$ cat config.mk
export PLATFORM = sky130hd
export DESIGN_NAME = numa_domain_select_iterator
export DESIGN_NICKNAME = d
export VERILOG_FILES = /design/src/sv/ndsi_pkg.sv /design/src/sv/ndsi_mod.sv /design/src/sv/ndsi_dpath.sv /design/src/sv/ndsi_ctrl.sv /design/src/sv/numa_domain_select_iterator.sv
export SDC_FILE = /design/constraint.sdc
export NUM_CORES = 1
export LEC_CHECK = 0
export BUFFER_PORTS_ARGS = -buffer_cell sky130_fd_sc_hd__buf_2
export CORE_MARGIN = 5
export CORE_UTILIZATION = 25
export DETAILED_ROUTE_END_ITERATION = 7
export SETUP_SLACK_MARGIN = 0.5
export SLEW_MARGIN = 20
export SYNTH_ARGS = -nofsm -noshare
export SYNTH_HDL_FRONTEND = slang
export SYNTH_SLANG_ARGS = --single-unit
$ cat constraint.sdc
create_clock -name clk -period 12.56 [get_ports clk]
set_input_delay 0.628 -clock clk [delete_from_list [all_inputs] [get_ports clk]]
set_output_delay 0.628 -clock clk [all_outputs]
set_load 0.01 [all_outputs]
$ cat src/sv/ndsi_pkg.sv
// shared types, constants and helpers for the numa domain select iterator
`timescale 1ns / 1ps
package ndsi_pkg;

  localparam int DOM_W      = 3;
  localparam int MASK_W     = 8;
  localparam int ORDER_W    = 24;
  localparam int COUNT_W    = 4;
  localparam int PAGE_W     = 40;
  localparam int BIAS_W     = 32;
  localparam int ROT_W      = 32;
  localparam int OFFSET_W   = 42;
  localparam int CFG_ADDR_W = 3;
  localparam int CFG_DATA_W = 24;
  localparam int KIND_W     = 2;
  localparam int POLICY_W   = 2;

  localparam int IN_TDATA_W  = 88;
  localparam int OUT_TDATA_W = 8;

  localparam int DEF_MAX_DOMAINS  = 8;
  localparam int DEF_STRIDE_SHIFT = 6;

  localparam logic [COUNT_W-1:0] COUNT_MIN = 4'd1;
  localparam logic [COUNT_W-1:0] COUNT_MAX = 4'd8;

  localparam logic [CFG_ADDR_W-1:0] REG_POLICY    = 3'd0;
  localparam logic [CFG_ADDR_W-1:0] REG_VALID     = 3'd1;
  localparam logic [CFG_ADDR_W-1:0] REG_ORDER     = 3'd2;
  localparam logic [CFG_ADDR_W-1:0] REG_COUNT     = 3'd3;
  localparam logic [CFG_ADDR_W-1:0] REG_PREFERRED = 3'd4;

  typedef enum logic [KIND_W-1:0] {
    KIND_START   = 2'd0,
    KIND_RESTART = 2'd1,
    KIND_NEXT    = 2'd2,
    KIND_IGNORE  = 2'd3
  } kind_t;

  typedef enum logic [POLICY_W-1:0] {
    POL_FIRST_TOUCH = 2'd0,
    POL_ROUND_ROBIN = 2'd1,
    POL_PREFERRED   = 2'd2,
    POL_INTERLEAVE  = 2'd3
  } policy_t;

  typedef struct packed {
    logic in_ready;
    logic apply;
    logic mod_start;
    logic begin_search;
    logic try_start;
    logic try_walk;
    logic walk_clr;
    logic phase2;
    logic emit;
    logic emit_found;
  } ndsi_cmd_t;

  typedef struct packed {
    logic  in_fire;
    kind_t kind;
    logic  mod_done;
    logic  take;
    logic  walk_end;
    logic  skip_low;
    logic  out_free;
  } ndsi_sts_t;

  function automatic logic [DOM_W-1:0] table_entry(input logic [ORDER_W-1:0] tbl,
                                                   input logic [DOM_W-1:0] idx);
    return tbl[DOM_W*idx +: DOM_W];
  endfunction

endpackage

$ cat src/sv/ndsi_mod.sv
// multi-cycle remainder unit, eight dividend bits per cycle, small divisor
`timescale 1ns / 1ps
module ndsi_mod
  import ndsi_pkg::*;
#(
  parameter int W = OFFSET_W
) (
  input  logic               clk,
  input  logic               rst,
  input  logic               start,
  input  logic [W-1:0]       value,
  input  logic [COUNT_W-1:0] div,
  output logic [DOM_W-1:0]   rem,
  output logic               done
);

  localparam int STEPS = (W + 7) / 8;
  localparam int DW    = STEPS * 8;
  localparam int CW    = (STEPS > 1) ? $clog2(STEPS) : 1;
  localparam logic [CW-1:0] LAST = CW'(STEPS - 1);

  logic [DW-1:0]    sh;
  logic [CW-1:0]    cnt;
  logic             busy;
  logic [DOM_W-1:0] rem_next;

  always_comb begin
    logic [DOM_W-1:0]   r;
    logic [COUNT_W-1:0] t;
    r = rem;
    for (int j = 0; j < 8; j++) begin
      t = {r, sh[DW-1-j]};
      if (t >= div) begin
        t = t - div;
      end
      r = t[DOM_W-1:0];
    end
    rem_next = r;
  end

  always_ff @(posedge clk) begin
    if (rst) begin
      busy <= 1'b0;
      done <= 1'b0;
    end else begin
      done <= 1'b0;
      if (start) begin
        busy <= 1'b1;
        cnt  <= '0;
        sh   <= DW'(value);
        rem  <= '0;
      end else if (busy) begin
        sh  <= sh << 8;
        rem <= rem_next;
        cnt <= cnt + 1'b1;
        if (cnt == LAST) begin
          busy <= 1'b0;
          done <= 1'b1;
        end
      end
    end
  end

  a_rem_below_div: assert property (@(posedge clk) disable iff (rst)
    done |-> ({1'b0, rem} < div))
    else $error("remainder not below divisor");

endmodule

$ cat src/sv/ndsi_dpath.sv
// datapath: configuration, search masks, rotation, candidate test and result register
`timescale 1ns / 1ps
module ndsi_dpath
  import ndsi_pkg::*;
#(
  parameter int MAX_DOMAINS  = DEF_MAX_DOMAINS,
  parameter int STRIDE_SHIFT = DEF_STRIDE_SHIFT
) (
  input  logic                  clk,
  input  logic                  rst,
  input  logic                  cfg_we,
  input  logic [CFG_ADDR_W-1:0] cfg_addr,
  input  logic [CFG_DATA_W-1:0] cfg_wdata,
  input  logic                  in_valid,
  input  kind_t                 in_kind,
  input  logic [PAGE_W-1:0]     in_page_index,
  input  logic [BIAS_W-1:0]     in_object_bias,
  input  logic [MASK_W-1:0]     in_low_mask,
  input  logic [DOM_W-1:0]      in_cpu_domain,
  input  logic [DOM_W-1:0]      in_ignore_domain,
  output logic                  out_valid,
  input  logic                  out_ready,
  output logic                  out_found,
  output logic [DOM_W-1:0]      out_domain,
  input  ndsi_cmd_t             cmd,
  output ndsi_sts_t             sts
);

  policy_t            policy;
  logic [MASK_W-1:0]  valid_mask;
  logic [ORDER_W-1:0] order_table;
  logic [COUNT_W-1:0] domain_count;
  logic [DOM_W-1:0]   preferred_domain;

  logic [MASK_W-1:0]   active_mask;
  logic [MASK_W-1:0]   remain_mask;
  logic [MASK_W-1:0]   deferred_mask;
  logic                skip_low;
  logic [ROT_W-1:0]    rotate_counter;
  logic [OFFSET_W-1:0] interleave_offset;

  kind_t               item_kind;
  logic [PAGE_W-1:0]   item_page;
  logic [BIAS_W-1:0]   item_bias;
  logic [MASK_W-1:0]   item_low;
  logic [DOM_W-1:0]    item_cpu;
  logic [DOM_W-1:0]    item_ignore;

  logic [DOM_W-1:0]    rot_idx;
  logic [DOM_W-1:0]    off_idx;
  logic [COUNT_W-1:0]  walk_cnt;
  logic [DOM_W-1:0]    res_domain;

  logic [COUNT_W-1:0]  n;
  logic [OFFSET_W-1:0] offset_new;
  logic [OFFSET_W-1:0] offset_mod_in;
  logic                set_offset;
  logic [DOM_W-1:0]    start_cand;
  logic [DOM_W-1:0]    cand;
  logic [MASK_W-1:0]   cand_bit;
  logic                hit;
  logic                take;
  logic                fetch;
  logic [DOM_W-1:0]    rot_rem;
  logic [DOM_W-1:0]    off_rem;
  logic                rot_done;
  logic                off_done;
  logic                in_fire;
  logic                out_free;

  function automatic logic [MASK_W-1:0] dom_bit(input logic [DOM_W-1:0] d);
    if (32'(d) < MAX_DOMAINS) begin
      return MASK_W'(1) << d;
    end
    return '0;
  endfunction

  always_comb begin
    if (domain_count == '0) begin
      n = COUNT_MIN;
    end else if (domain_count > COUNT_MAX) begin
      n = COUNT_MAX;
    end else begin
      n = domain_count;
    end
  end

  assign offset_new    = OFFSET_W'(item_page >> STRIDE_SHIFT) + OFFSET_W'(item_bias);
  assign set_offset    = cmd.apply && item_kind == KIND_START && policy == POL_INTERLEAVE;
  assign offset_mod_in = set_offset ? offset_new : interleave_offset;

  always_comb begin
    unique case (policy)
      POL_FIRST_TOUCH: start_cand = item_cpu;
      POL_ROUND_ROBIN: start_cand = table_entry(order_table, rot_idx);
      POL_PREFERRED:   start_cand = preferred_domain;
      POL_INTERLEAVE:  start_cand = table_entry(order_table, off_idx);
      default:         start_cand = item_cpu;
    endcase
  end

  assign cand     = cmd.try_start ? start_cand : table_entry(order_table, rot_idx);
  assign cand_bit = dom_bit(cand);
  assign hit      = |(remain_mask & cand_bit);
  assign take     = hit && (!skip_low || !(|(item_low & cand_bit)));
  assign fetch    = (cmd.try_start && policy == POL_ROUND_ROBIN) || cmd.try_walk;

  assign in_fire  = in_valid && cmd.in_ready;
  assign out_free = !out_valid || out_ready;

  always_comb begin
    sts.in_fire  = in_fire;
    sts.kind     = item_kind;
    sts.mod_done = rot_done;
    sts.take     = take;
    sts.walk_end = (walk_cnt >= n) || (remain_mask == '0);
    sts.skip_low = skip_low;
    sts.out_free = out_free;
  end

  ndsi_mod #(.W(OFFSET_W)) u_rot_mod (
    .clk   (clk),
    .rst   (rst),
    .start (cmd.mod_start),
    .value (OFFSET_W'(rotate_counter)),
    .div   (n),
    .rem   (rot_rem),
    .done  (rot_done)
  );

  ndsi_mod #(.W(OFFSET_W)) u_off_mod (
    .clk   (clk),
    .rst   (rst),
    .start (cmd.mod_start),
    .value (offset_mod_in),
    .div   (n),
    .rem   (off_rem),
    .done  (off_done)
  );

  // configuration
  always_ff @(posedge clk) begin
    if (rst) begin
      policy           <= POL_FIRST_TOUCH;
      valid_mask       <= MASK_W'(1);
      order_table      <= '0;
      domain_count     <= COUNT_MIN;
      preferred_domain <= '0;
    end else if (cfg_we) begin
      unique case (cfg_addr)
        REG_POLICY:    policy           <= policy_t'(cfg_wdata[POLICY_W-1:0]);
        REG_VALID:     valid_mask       <= cfg_wdata[MASK_W-1:0];
        REG_ORDER:     order_table      <= cfg_wdata[ORDER_W-1:0];
        REG_COUNT:     domain_count     <= cfg_wdata[COUNT_W-1:0];
        REG_PREFERRED: preferred_domain <= cfg_wdata[DOM_W-1:0];
        default: ;
      endcase
    end
  end

  // request capture
  always_ff @(posedge clk) begin
    if (in_fire) begin
      item_kind   <= in_kind;
      item_page   <= in_page_index;
      item_bias   <= in_object_bias;
      item_low    <= in_low_mask;
      item_cpu    <= in_cpu_domain;
      item_ignore <= in_ignore_domain;
    end
  end

  // search state
  always_ff @(posedge clk) begin
    if (rst) begin
      active_mask       <= '0;
      remain_mask       <= '0;
      deferred_mask     <= '0;
      skip_low          <= 1'b1;
      rotate_counter    <= '0;
      interleave_offset <= '0;
    end else begin
      if (cmd.apply) begin
        if (item_kind == KIND_START) begin
          active_mask <= valid_mask;
        end else if (item_kind == KIND_IGNORE) begin
          active_mask <= active_mask & ~dom_bit(item_ignore);
        end
      end
      if (set_offset) begin
        interleave_offset <= offset_new;
      end
      if (cmd.begin_search) begin
        remain_mask   <= active_mask;
        deferred_mask <= '0;
        skip_low      <= 1'b1;
      end else if (cmd.phase2) begin
        remain_mask <= deferred_mask;
        skip_low    <= 1'b0;
      end else if (cmd.try_start || cmd.try_walk) begin
        if (hit) begin
          remain_mask <= remain_mask & ~cand_bit;
        end
        if (hit && !take) begin
          deferred_mask <= deferred_mask | cand_bit;
        end
      end
      if (fetch) begin
        rotate_counter <= rotate_counter + 1'b1;
      end
    end
  end

  // indices and walk bound; the counter wrapping to zero restarts the index too
  always_ff @(posedge clk) begin
    if (rot_done) begin
      rot_idx <= rot_rem;
      off_idx <= off_rem;
    end else if (fetch) begin
      rot_idx <= (({1'b0, rot_idx} + 1'b1 == n) || (&rotate_counter)) ? '0 : rot_idx + 1'b1;
    end
    if (cmd.walk_clr) begin
      walk_cnt <= '0;
    end else if (cmd.try_walk) begin
      walk_cnt <= walk_cnt + 1'b1;
    end
    if ((cmd.try_start || cmd.try_walk) && take) begin
      res_domain <= cand;
    end
  end

  // result register
  always_ff @(posedge clk) begin
    if (rst) begin
      out_valid <= 1'b0;
    end else if (cmd.emit) begin
      out_valid <= 1'b1;
    end else if (out_ready) begin
      out_valid <= 1'b0;
    end
  end

  always_ff @(posedge clk) begin
    if (cmd.emit) begin
      out_found  <= cmd.emit_found;
      out_domain <= cmd.emit_found ? res_domain : '0;
    end
  end

  a_phase1_disjoint: assert property (@(posedge clk) disable iff (rst)
    skip_low |-> ((remain_mask & deferred_mask) == '0))
    else $error("deferred domain still pending in phase one");

  a_mod_lanes_agree: assert property (@(posedge clk) disable iff (rst)
    rot_done == off_done)
    else $error("remainder lanes out of step");

  a_rot_idx_in_range: assert property (@(posedge clk) disable iff (rst)
    cmd.try_walk |-> ({1'b0, rot_idx} < n))
    else $error("rotation index beyond domain count");

endmodule

$ cat src/sv/ndsi_ctrl.sv
// controller: sequences apply, remainder, first candidate, two walk phases and result
`timescale 1ns / 1ps
module ndsi_ctrl
  import ndsi_pkg::*;
(
  input  logic      clk,
  input  logic      rst,
  input  ndsi_sts_t sts,
  output ndsi_cmd_t cmd
);

  typedef enum logic [2:0] {
    ST_IDLE,
    ST_APPLY,
    ST_MOD,
    ST_BEGIN,
    ST_START,
    ST_WALK,
    ST_SWITCH,
    ST_DONE
  } state_t;

  state_t state;
  state_t state_next;
  logic   found;
  logic   found_next;

  always_comb begin
    cmd        = '0;
    state_next = state;
    found_next = found;
    unique case (state)
      ST_IDLE: begin
        cmd.in_ready = 1'b1;
        if (sts.in_fire) begin
          state_next = ST_APPLY;
        end
      end
      ST_APPLY: begin
        cmd.apply = 1'b1;
        if (sts.kind == KIND_IGNORE) begin
          state_next = ST_IDLE;
        end else begin
          cmd.mod_start = 1'b1;
          state_next    = ST_MOD;
        end
      end
      ST_MOD: begin
        if (sts.mod_done) begin
          if (sts.kind == KIND_NEXT) begin
            cmd.walk_clr = 1'b1;
            state_next   = ST_WALK;
          end else begin
            state_next = ST_BEGIN;
          end
        end
      end
      ST_BEGIN: begin
        cmd.begin_search = 1'b1;
        state_next       = ST_START;
      end
      ST_START: begin
        cmd.try_start = 1'b1;
        if (sts.take) begin
          found_next = 1'b1;
          state_next = ST_DONE;
        end else begin
          cmd.walk_clr = 1'b1;
          state_next   = ST_WALK;
        end
      end
      ST_WALK: begin
        if (sts.walk_end) begin
          if (sts.skip_low) begin
            state_next = ST_SWITCH;
          end else begin
            found_next = 1'b0;
            state_next = ST_DONE;
          end
        end else begin
          cmd.try_walk = 1'b1;
          if (sts.take) begin
            found_next = 1'b1;
            state_next = ST_DONE;
          end
        end
      end
      ST_SWITCH: begin
        cmd.phase2 = 1'b1;
        state_next = ST_START;
      end
      ST_DONE: begin
        if (sts.out_free) begin
          cmd.emit       = 1'b1;
          cmd.emit_found = found;
          state_next     = ST_IDLE;
        end
      end
      default: state_next = ST_IDLE;
    endcase
  end

  always_ff @(posedge clk) begin
    if (rst) begin
      state <= ST_IDLE;
      found <= 1'b0;
    end else begin
      state <= state_next;
      found <= found_next;
    end
  end

  a_take_to_done: assert property (@(posedge clk) disable iff (rst)
    (state == ST_START && sts.take) |=> (state == ST_DONE && found))
    else $error("accepted candidate not reported");

  a_done_to_idle: assert property (@(posedge clk) disable iff (rst)
    (state == ST_DONE && sts.out_free) |=> state == ST_IDLE)
    else $error("result not handed over");

  a_ignore_no_result: assert property (@(posedge clk) disable iff (rst)
    (state == ST_APPLY && sts.kind == KIND_IGNORE) |=> state == ST_IDLE)
    else $error("ignore request did not return to idle");

endmodule

$ cat src/sv/numa_domain_select_iterator.sv
// top level of the numa domain select iterator
`timescale 1ns / 1ps
// Picks the memory domain for a page allocation, one request at a time. A
// request is taken only while the block is idle; a finished result sits in an
// output register, so the next request may start before the result is taken.
// An ignore request gives no result. Every other request is applied, then
// the remainder unit reduces the rotation counter and the interleave offset
// modulo the domain count (six steps of 8 bits over 42 bits, then the
// remainders are handed over), then candidates are tried, one per cycle:
// the policy's first candidate (not in phase one of a next request) and up
// to count round-robin candidates in each of the two phases, with a state
// to close each walk, a state to enter each phase and one to load the result.
module numa_domain_select_iterator
  import ndsi_pkg::*;
#(
  parameter int MAX_DOMAINS  = DEF_MAX_DOMAINS,
  parameter int STRIDE_SHIFT = DEF_STRIDE_SHIFT
) (
  input  logic                   clk,
  input  logic                   rst,
  input  logic                   cfg_we,
  input  logic [CFG_ADDR_W-1:0]  cfg_addr,
  input  logic [CFG_DATA_W-1:0]  cfg_wdata,
  input  logic                   s_tvalid,
  output logic                   s_tready,
  // page_index, object_bias, low_mask, cpu_domain, ignore_domain, zero fill
  input  logic [IN_TDATA_W-1:0]  s_tdata,
  // kind
  input  logic [KIND_W-1:0]      s_tuser,
  output logic                   m_tvalid,
  input  logic                   m_tready,
  // domain, zero fill
  output logic [OUT_TDATA_W-1:0] m_tdata,
  // found
  output logic                   m_tuser
);

  localparam int BIAS_LSB   = PAGE_W;
  localparam int LOW_LSB    = BIAS_LSB + BIAS_W;
  localparam int CPU_LSB    = LOW_LSB + MASK_W;
  localparam int IGNORE_LSB = CPU_LSB + DOM_W;

  ndsi_cmd_t        cmd;
  ndsi_sts_t        sts;
  logic [DOM_W-1:0] out_domain;

  ndsi_ctrl u_ctrl (
    .clk (clk),
    .rst (rst),
    .sts (sts),
    .cmd (cmd)
  );

  ndsi_dpath #(
    .MAX_DOMAINS  (MAX_DOMAINS),
    .STRIDE_SHIFT (STRIDE_SHIFT)
  ) u_dpath (
    .clk              (clk),
    .rst              (rst),
    .cfg_we           (cfg_we),
    .cfg_addr         (cfg_addr),
    .cfg_wdata        (cfg_wdata),
    .in_valid         (s_tvalid),
    .in_kind          (kind_t'(s_tuser)),
    .in_page_index    (s_tdata[PAGE_W-1:0]),
    .in_object_bias   (s_tdata[BIAS_LSB +: BIAS_W]),
    .in_low_mask      (s_tdata[LOW_LSB +: MASK_W]),
    .in_cpu_domain    (s_tdata[CPU_LSB +: DOM_W]),
    .in_ignore_domain (s_tdata[IGNORE_LSB +: DOM_W]),
    .out_valid        (m_tvalid),
    .out_ready        (m_tready),
    .out_found        (m_tuser),
    .out_domain       (out_domain),
    .cmd              (cmd),
    .sts              (sts)
  );

  assign s_tready = cmd.in_ready;
  assign m_tdata  = OUT_TDATA_W'(out_domain);

endmodule
==> implementation parameters <==
Parameter                              Value

Yosys
  Cell types with the largest area share after synthesis ... sky130_fd_sc_hd__edfxtp_1, sky130_fd_sc_hd__dfxtp_1, sky130_fd_sc_hd__ha_1
  Most frequently used flop master after synthesis ... sky130_fd_sc_hd__edfxtp_1
  FF+latch count, synth ... 355
  Proportion of synthesized chip area in sequential cells ... 51.5%
  Proportion of synthesized area in mux cells ... 4.41%
  Post-synthesis instance area ... 0.0178 mm²
  Fraction of the mapped netlist area in compound gates ... 11.8%
  Area share of the largest cell type after synthesis ... 34.3%
  Unique cell type count in the Yosys netlist ... 67
  Asr flop ratio synth ... 0%
  Yosys synthesis warning count ... 0
  Number of flops mapped to enable cells by yosys ... 203
  Area leader, netlist ... sky130_fd_sc_hd__edfxtp_1
  Mean cell area of the mapped netlist ... 10.1 µm²
  Cells after synthesis ... 1754
  Dominant combinational cell family by area after synthesis ... simple AND/OR/NAND/NOR gates
  Xor and xnor fraction of the mapped netlist area ... 3.80%
  Share of synthesized cell area in and, or, nand and nor gates ... 15.6%
  Adder and majority gate portion of the synthesized area ... 9.67%

Timing
  Min setup slack post-route ... 1.40 ns
  Tmin final ... 11.16 ns
  Top achievable clock speed ... 0.0896 GHz
  Worst-Margin Slew ... 0.900 ns
  RSZ-0062 raised after global routing ... true
  Summed negative setup slack over all endpoints ... 0 ns
  Part of the cycle the worst path needs ... 88.8%
  Count of endpoints failing setup in the final report ... 0
  Final hold violation count ... 0
  Max-Slew Margin vs Limit ... 40.0%
  Max Clock Skew ... 0.0272 ns
  Max-slew violation total from the final report ... 0

GRT
  GRT Residual Overflow ... 0
  Pin count of the biggest net entering global routing ... 74
  Antenna violations before repair ... 1
  Via count of the first global-routing pass ... 12.9k
  Total routing usage reported by global routing ... 10.5%
  Global-route wire length before repair ... 67000 µm

Die
  Placeable core area ... 0.0703 mm²
  Vertical die dimension ... 276 µm
  Effective utilization at floorplan ... 25.3%
  Die area ... 0.0764 mm²
  Number of placed I/O pins ... 133
  Cell row count ... 97
  Die W ... 276 µm

Final layout
  Filler instances ... 7168
  Post-layout net count ... 2114
  Most common library cell in the layout ignoring fill and taps ... sky130_fd_sc_hd__nand2_1
  Utilization of the core after routing ... 29.6%
  Share of final-layout standard cells stronger than drive strength 1 ... 14.0%
  Most used cells in the layout excluding fill and tap cells ... sky130_fd_sc_hd__nand2_1, sky130_fd_sc_hd__edfxtp_1, sky130_fd_sc_hd__nor2_1
  Area Growth Syn to Fin ... 17.2%
  ANT cells ... 0

Drt
  1st-pass router iterations ... 5
  Total Routed Length ... 41200 µm
  Vias post-DR ... 12.7k
  Number of DRC markers in iteration 0 ... 775
  Detail Route Antenna Nets ... 0
  Drt via density ... 4.47
  Mean routed wirelength per cell ... 14.5 µm
  DRC violations left ... 0

Job
  Max cap viols ... 0

Clock tree
  Insertion delay of the later-clocked pin in the worst-skew pair ... 0.57 ns
  CTS sink count ... 355
  Clock tree from TritonCTS ... built
  Clock slew at reported path FFs ... 0.06 ns
  Level count of the clock H-tree ... 2
  Hold_buf cts ... 0
  Number of resized instances in the post-cts repair step ... 5
  CTS Buf Count ... 40
  Setup Fix Bufs, Post-CTS ... 0
  Clock tree buffer depth ... 3
  CTS Root Buffer Type ... sky130_fd_sc_hd__clkbuf_16

Worst setup path
  Required time of the critical path ... 12.84 ns
  Cell depth of the worst flop-to-flop path ... 63
  CP top delay family ... compound AO/OA/AOI/OAI gates
  Critical Path Slowest Stage Cell ... sky130_fd_sc_hd__fa_1
  Reg2reg start ... u_dpath.domain_count[2]
  Buffer and inverter count on the worst path ... 7
  Crit Path Class ... reg -> reg
  Max incr delay on CP ... 0.50 ns
  Kind of start point of the critical path ... flip-flop
  Terminus of the critical flop-to-flop path ... u_dpath.u_off_mod.rem[1]
  Maximum net fanout on the critical path ... 6
  WP data arrival ... 11.43 ns
  Endpoint kind of the worst setup timing path ... flip-flop
  Register-to-Register Setup Slack ... 1.40 ns
  Critical path launch point ... u_dpath.domain_count[2]

Placed design
  Pre-CTS WS ... 0.338 ns
  Placed wire-length estimate after detailed placement ... 29600 µm
  Input/output buffers ... 119
  Global placer's final weighted congestion ... 0.863

Min path
  Startpoint of the most critical hold path ... s_tdata[79]
  Cell count of the worst hold path ... 1
  Hold path endpoint ... u_dpath.item_low[7]
  Hold crit path type ... in -> reg

Run status
  Outcome ... finished, final reports clean
-- worst register-to-register path, delay by kind of cell (launching register included) --
| kind | cells | cell delay, ns |
|---|---|---|
| AO/OA/AOI/OAI | 24 | 5.14 |
| adder cells (fa/ha/maj) | 9 | 2.73 |
| buffers and inverters | 7 | 0.49 |
| flip-flops | 1 | 0.34 |
| multiplexers | 2 | 0.61 |
| AND/OR/NAND/NOR | 21 | 1.62 |
-- kinds of logic after synthesis --
logic type | after synthesis
XOR/XNOR | 77
adder cells (fa/ha/maj) | 127
buffers and inverters | 142
AO/OA/AOI/OAI | 361
flip-flops | 355
other | 1
multiplexers | 63
AND/OR/NAND/NOR | 628
-- stage by stage --
stage,instances,area (µm²),hold WS (ns)
6_report,2837,20800,0.234
3_3_place_gp,2763,19400,0.438
5_1_grt,2837,20800,0.203
3_5_place_dp,2763,19400,0.445
2_1_floorplan,1758,17800,0.429
4_1_cts,2837,20700,0.193
-- worst max-delay path by stage --
| stage | end | slack [ns] | cells past startpoint |
|---|---|---|---|
| after floorplan | u_dpath.u_off_mod.rem[1] | 1.10 | 63 |
| after global placement | u_dpath.u_rot_mod.rem[1] | 0.83 | 64 |
| after detailed placement | u_dpath.u_rot_mod.rem[1] | 0.34 | 64 |
| after CTS | u_dpath.u_off_mod.rem[1] | 0.57 | 63 |
| after global routing | u_dpath.u_off_mod.rem[1] | 0.36 | 63 |
| final | u_dpath.u_off_mod.rem[1] | 1.40 | 63 |
-- cell usage after synthesis (15+ instances only) --
cell	instances
sky130_fd_sc_hd__nand3_1	27
sky130_fd_sc_hd__mux2i_1	44
sky130_fd_sc_hd__and2_1	44
sky130_fd_sc_hd__nor2_1	183
sky130_fd_sc_hd__xor2_1	44
sky130_fd_sc_hd__edfxtp_1	203
sky130_fd_sc_hd__a21oi_1	149
sky130_fd_sc_hd__a21o_1	33
sky130_fd_sc_hd__fa_1	17
sky130_fd_sc_hd__nand2_1	266
sky130_fd_sc_hd__ha_1	110
sky130_fd_sc_hd__clkbuf_1	59
sky130_fd_sc_hd__dfxtp_1	152
sky130_fd_sc_hd__and3_1	15
sky130_fd_sc_hd__xnor2_1	33
sky130_fd_sc_hd__nor3_1	23
sky130_fd_sc_hd__o21ai_0	102
sky130_fd_sc_hd__inv_1	69
-- registers in the layout, indices dropped and copies added, names as in the netlist, 24 cells and up --
register,count
u_dpath.u_off_mod.sh,48
u_dpath.u_rot_mod.sh,48
u_dpath.interleave_offset,42
u_dpath.item_page,34
u_dpath.item_bias,32
u_dpath.rotate_counter,32
u_dpath.order_table,24
-- layer usage --
layer	vias to the layer above	wire, µm	track usage, %
met4	0	1100	3.66
met2	246	20100	18.1
li1	6352	-	-
met3	75	1670	1.82
met1	6017	18400	13.2
met5	-	0	0
-- area by class of cell --
type | instances | area (µm²) | share of cell area (%)
inverter | 71 | 269 | 1.29
multi-input combinational | 1261 | 8180 | 39.3
timing repair buffer | 136 | 726 | 3.49
clock buffer | 48 | 1060 | 5.11
tap | 940 | 1180 | 5.65
clock inverter | 26 | 250 | 1.20
sequential | 355 | 9140 | 43.9
Power is left out: the tool's default activity adds up to more than one toggle a clock period on the data nets, which glitch-free logic cannot reach.
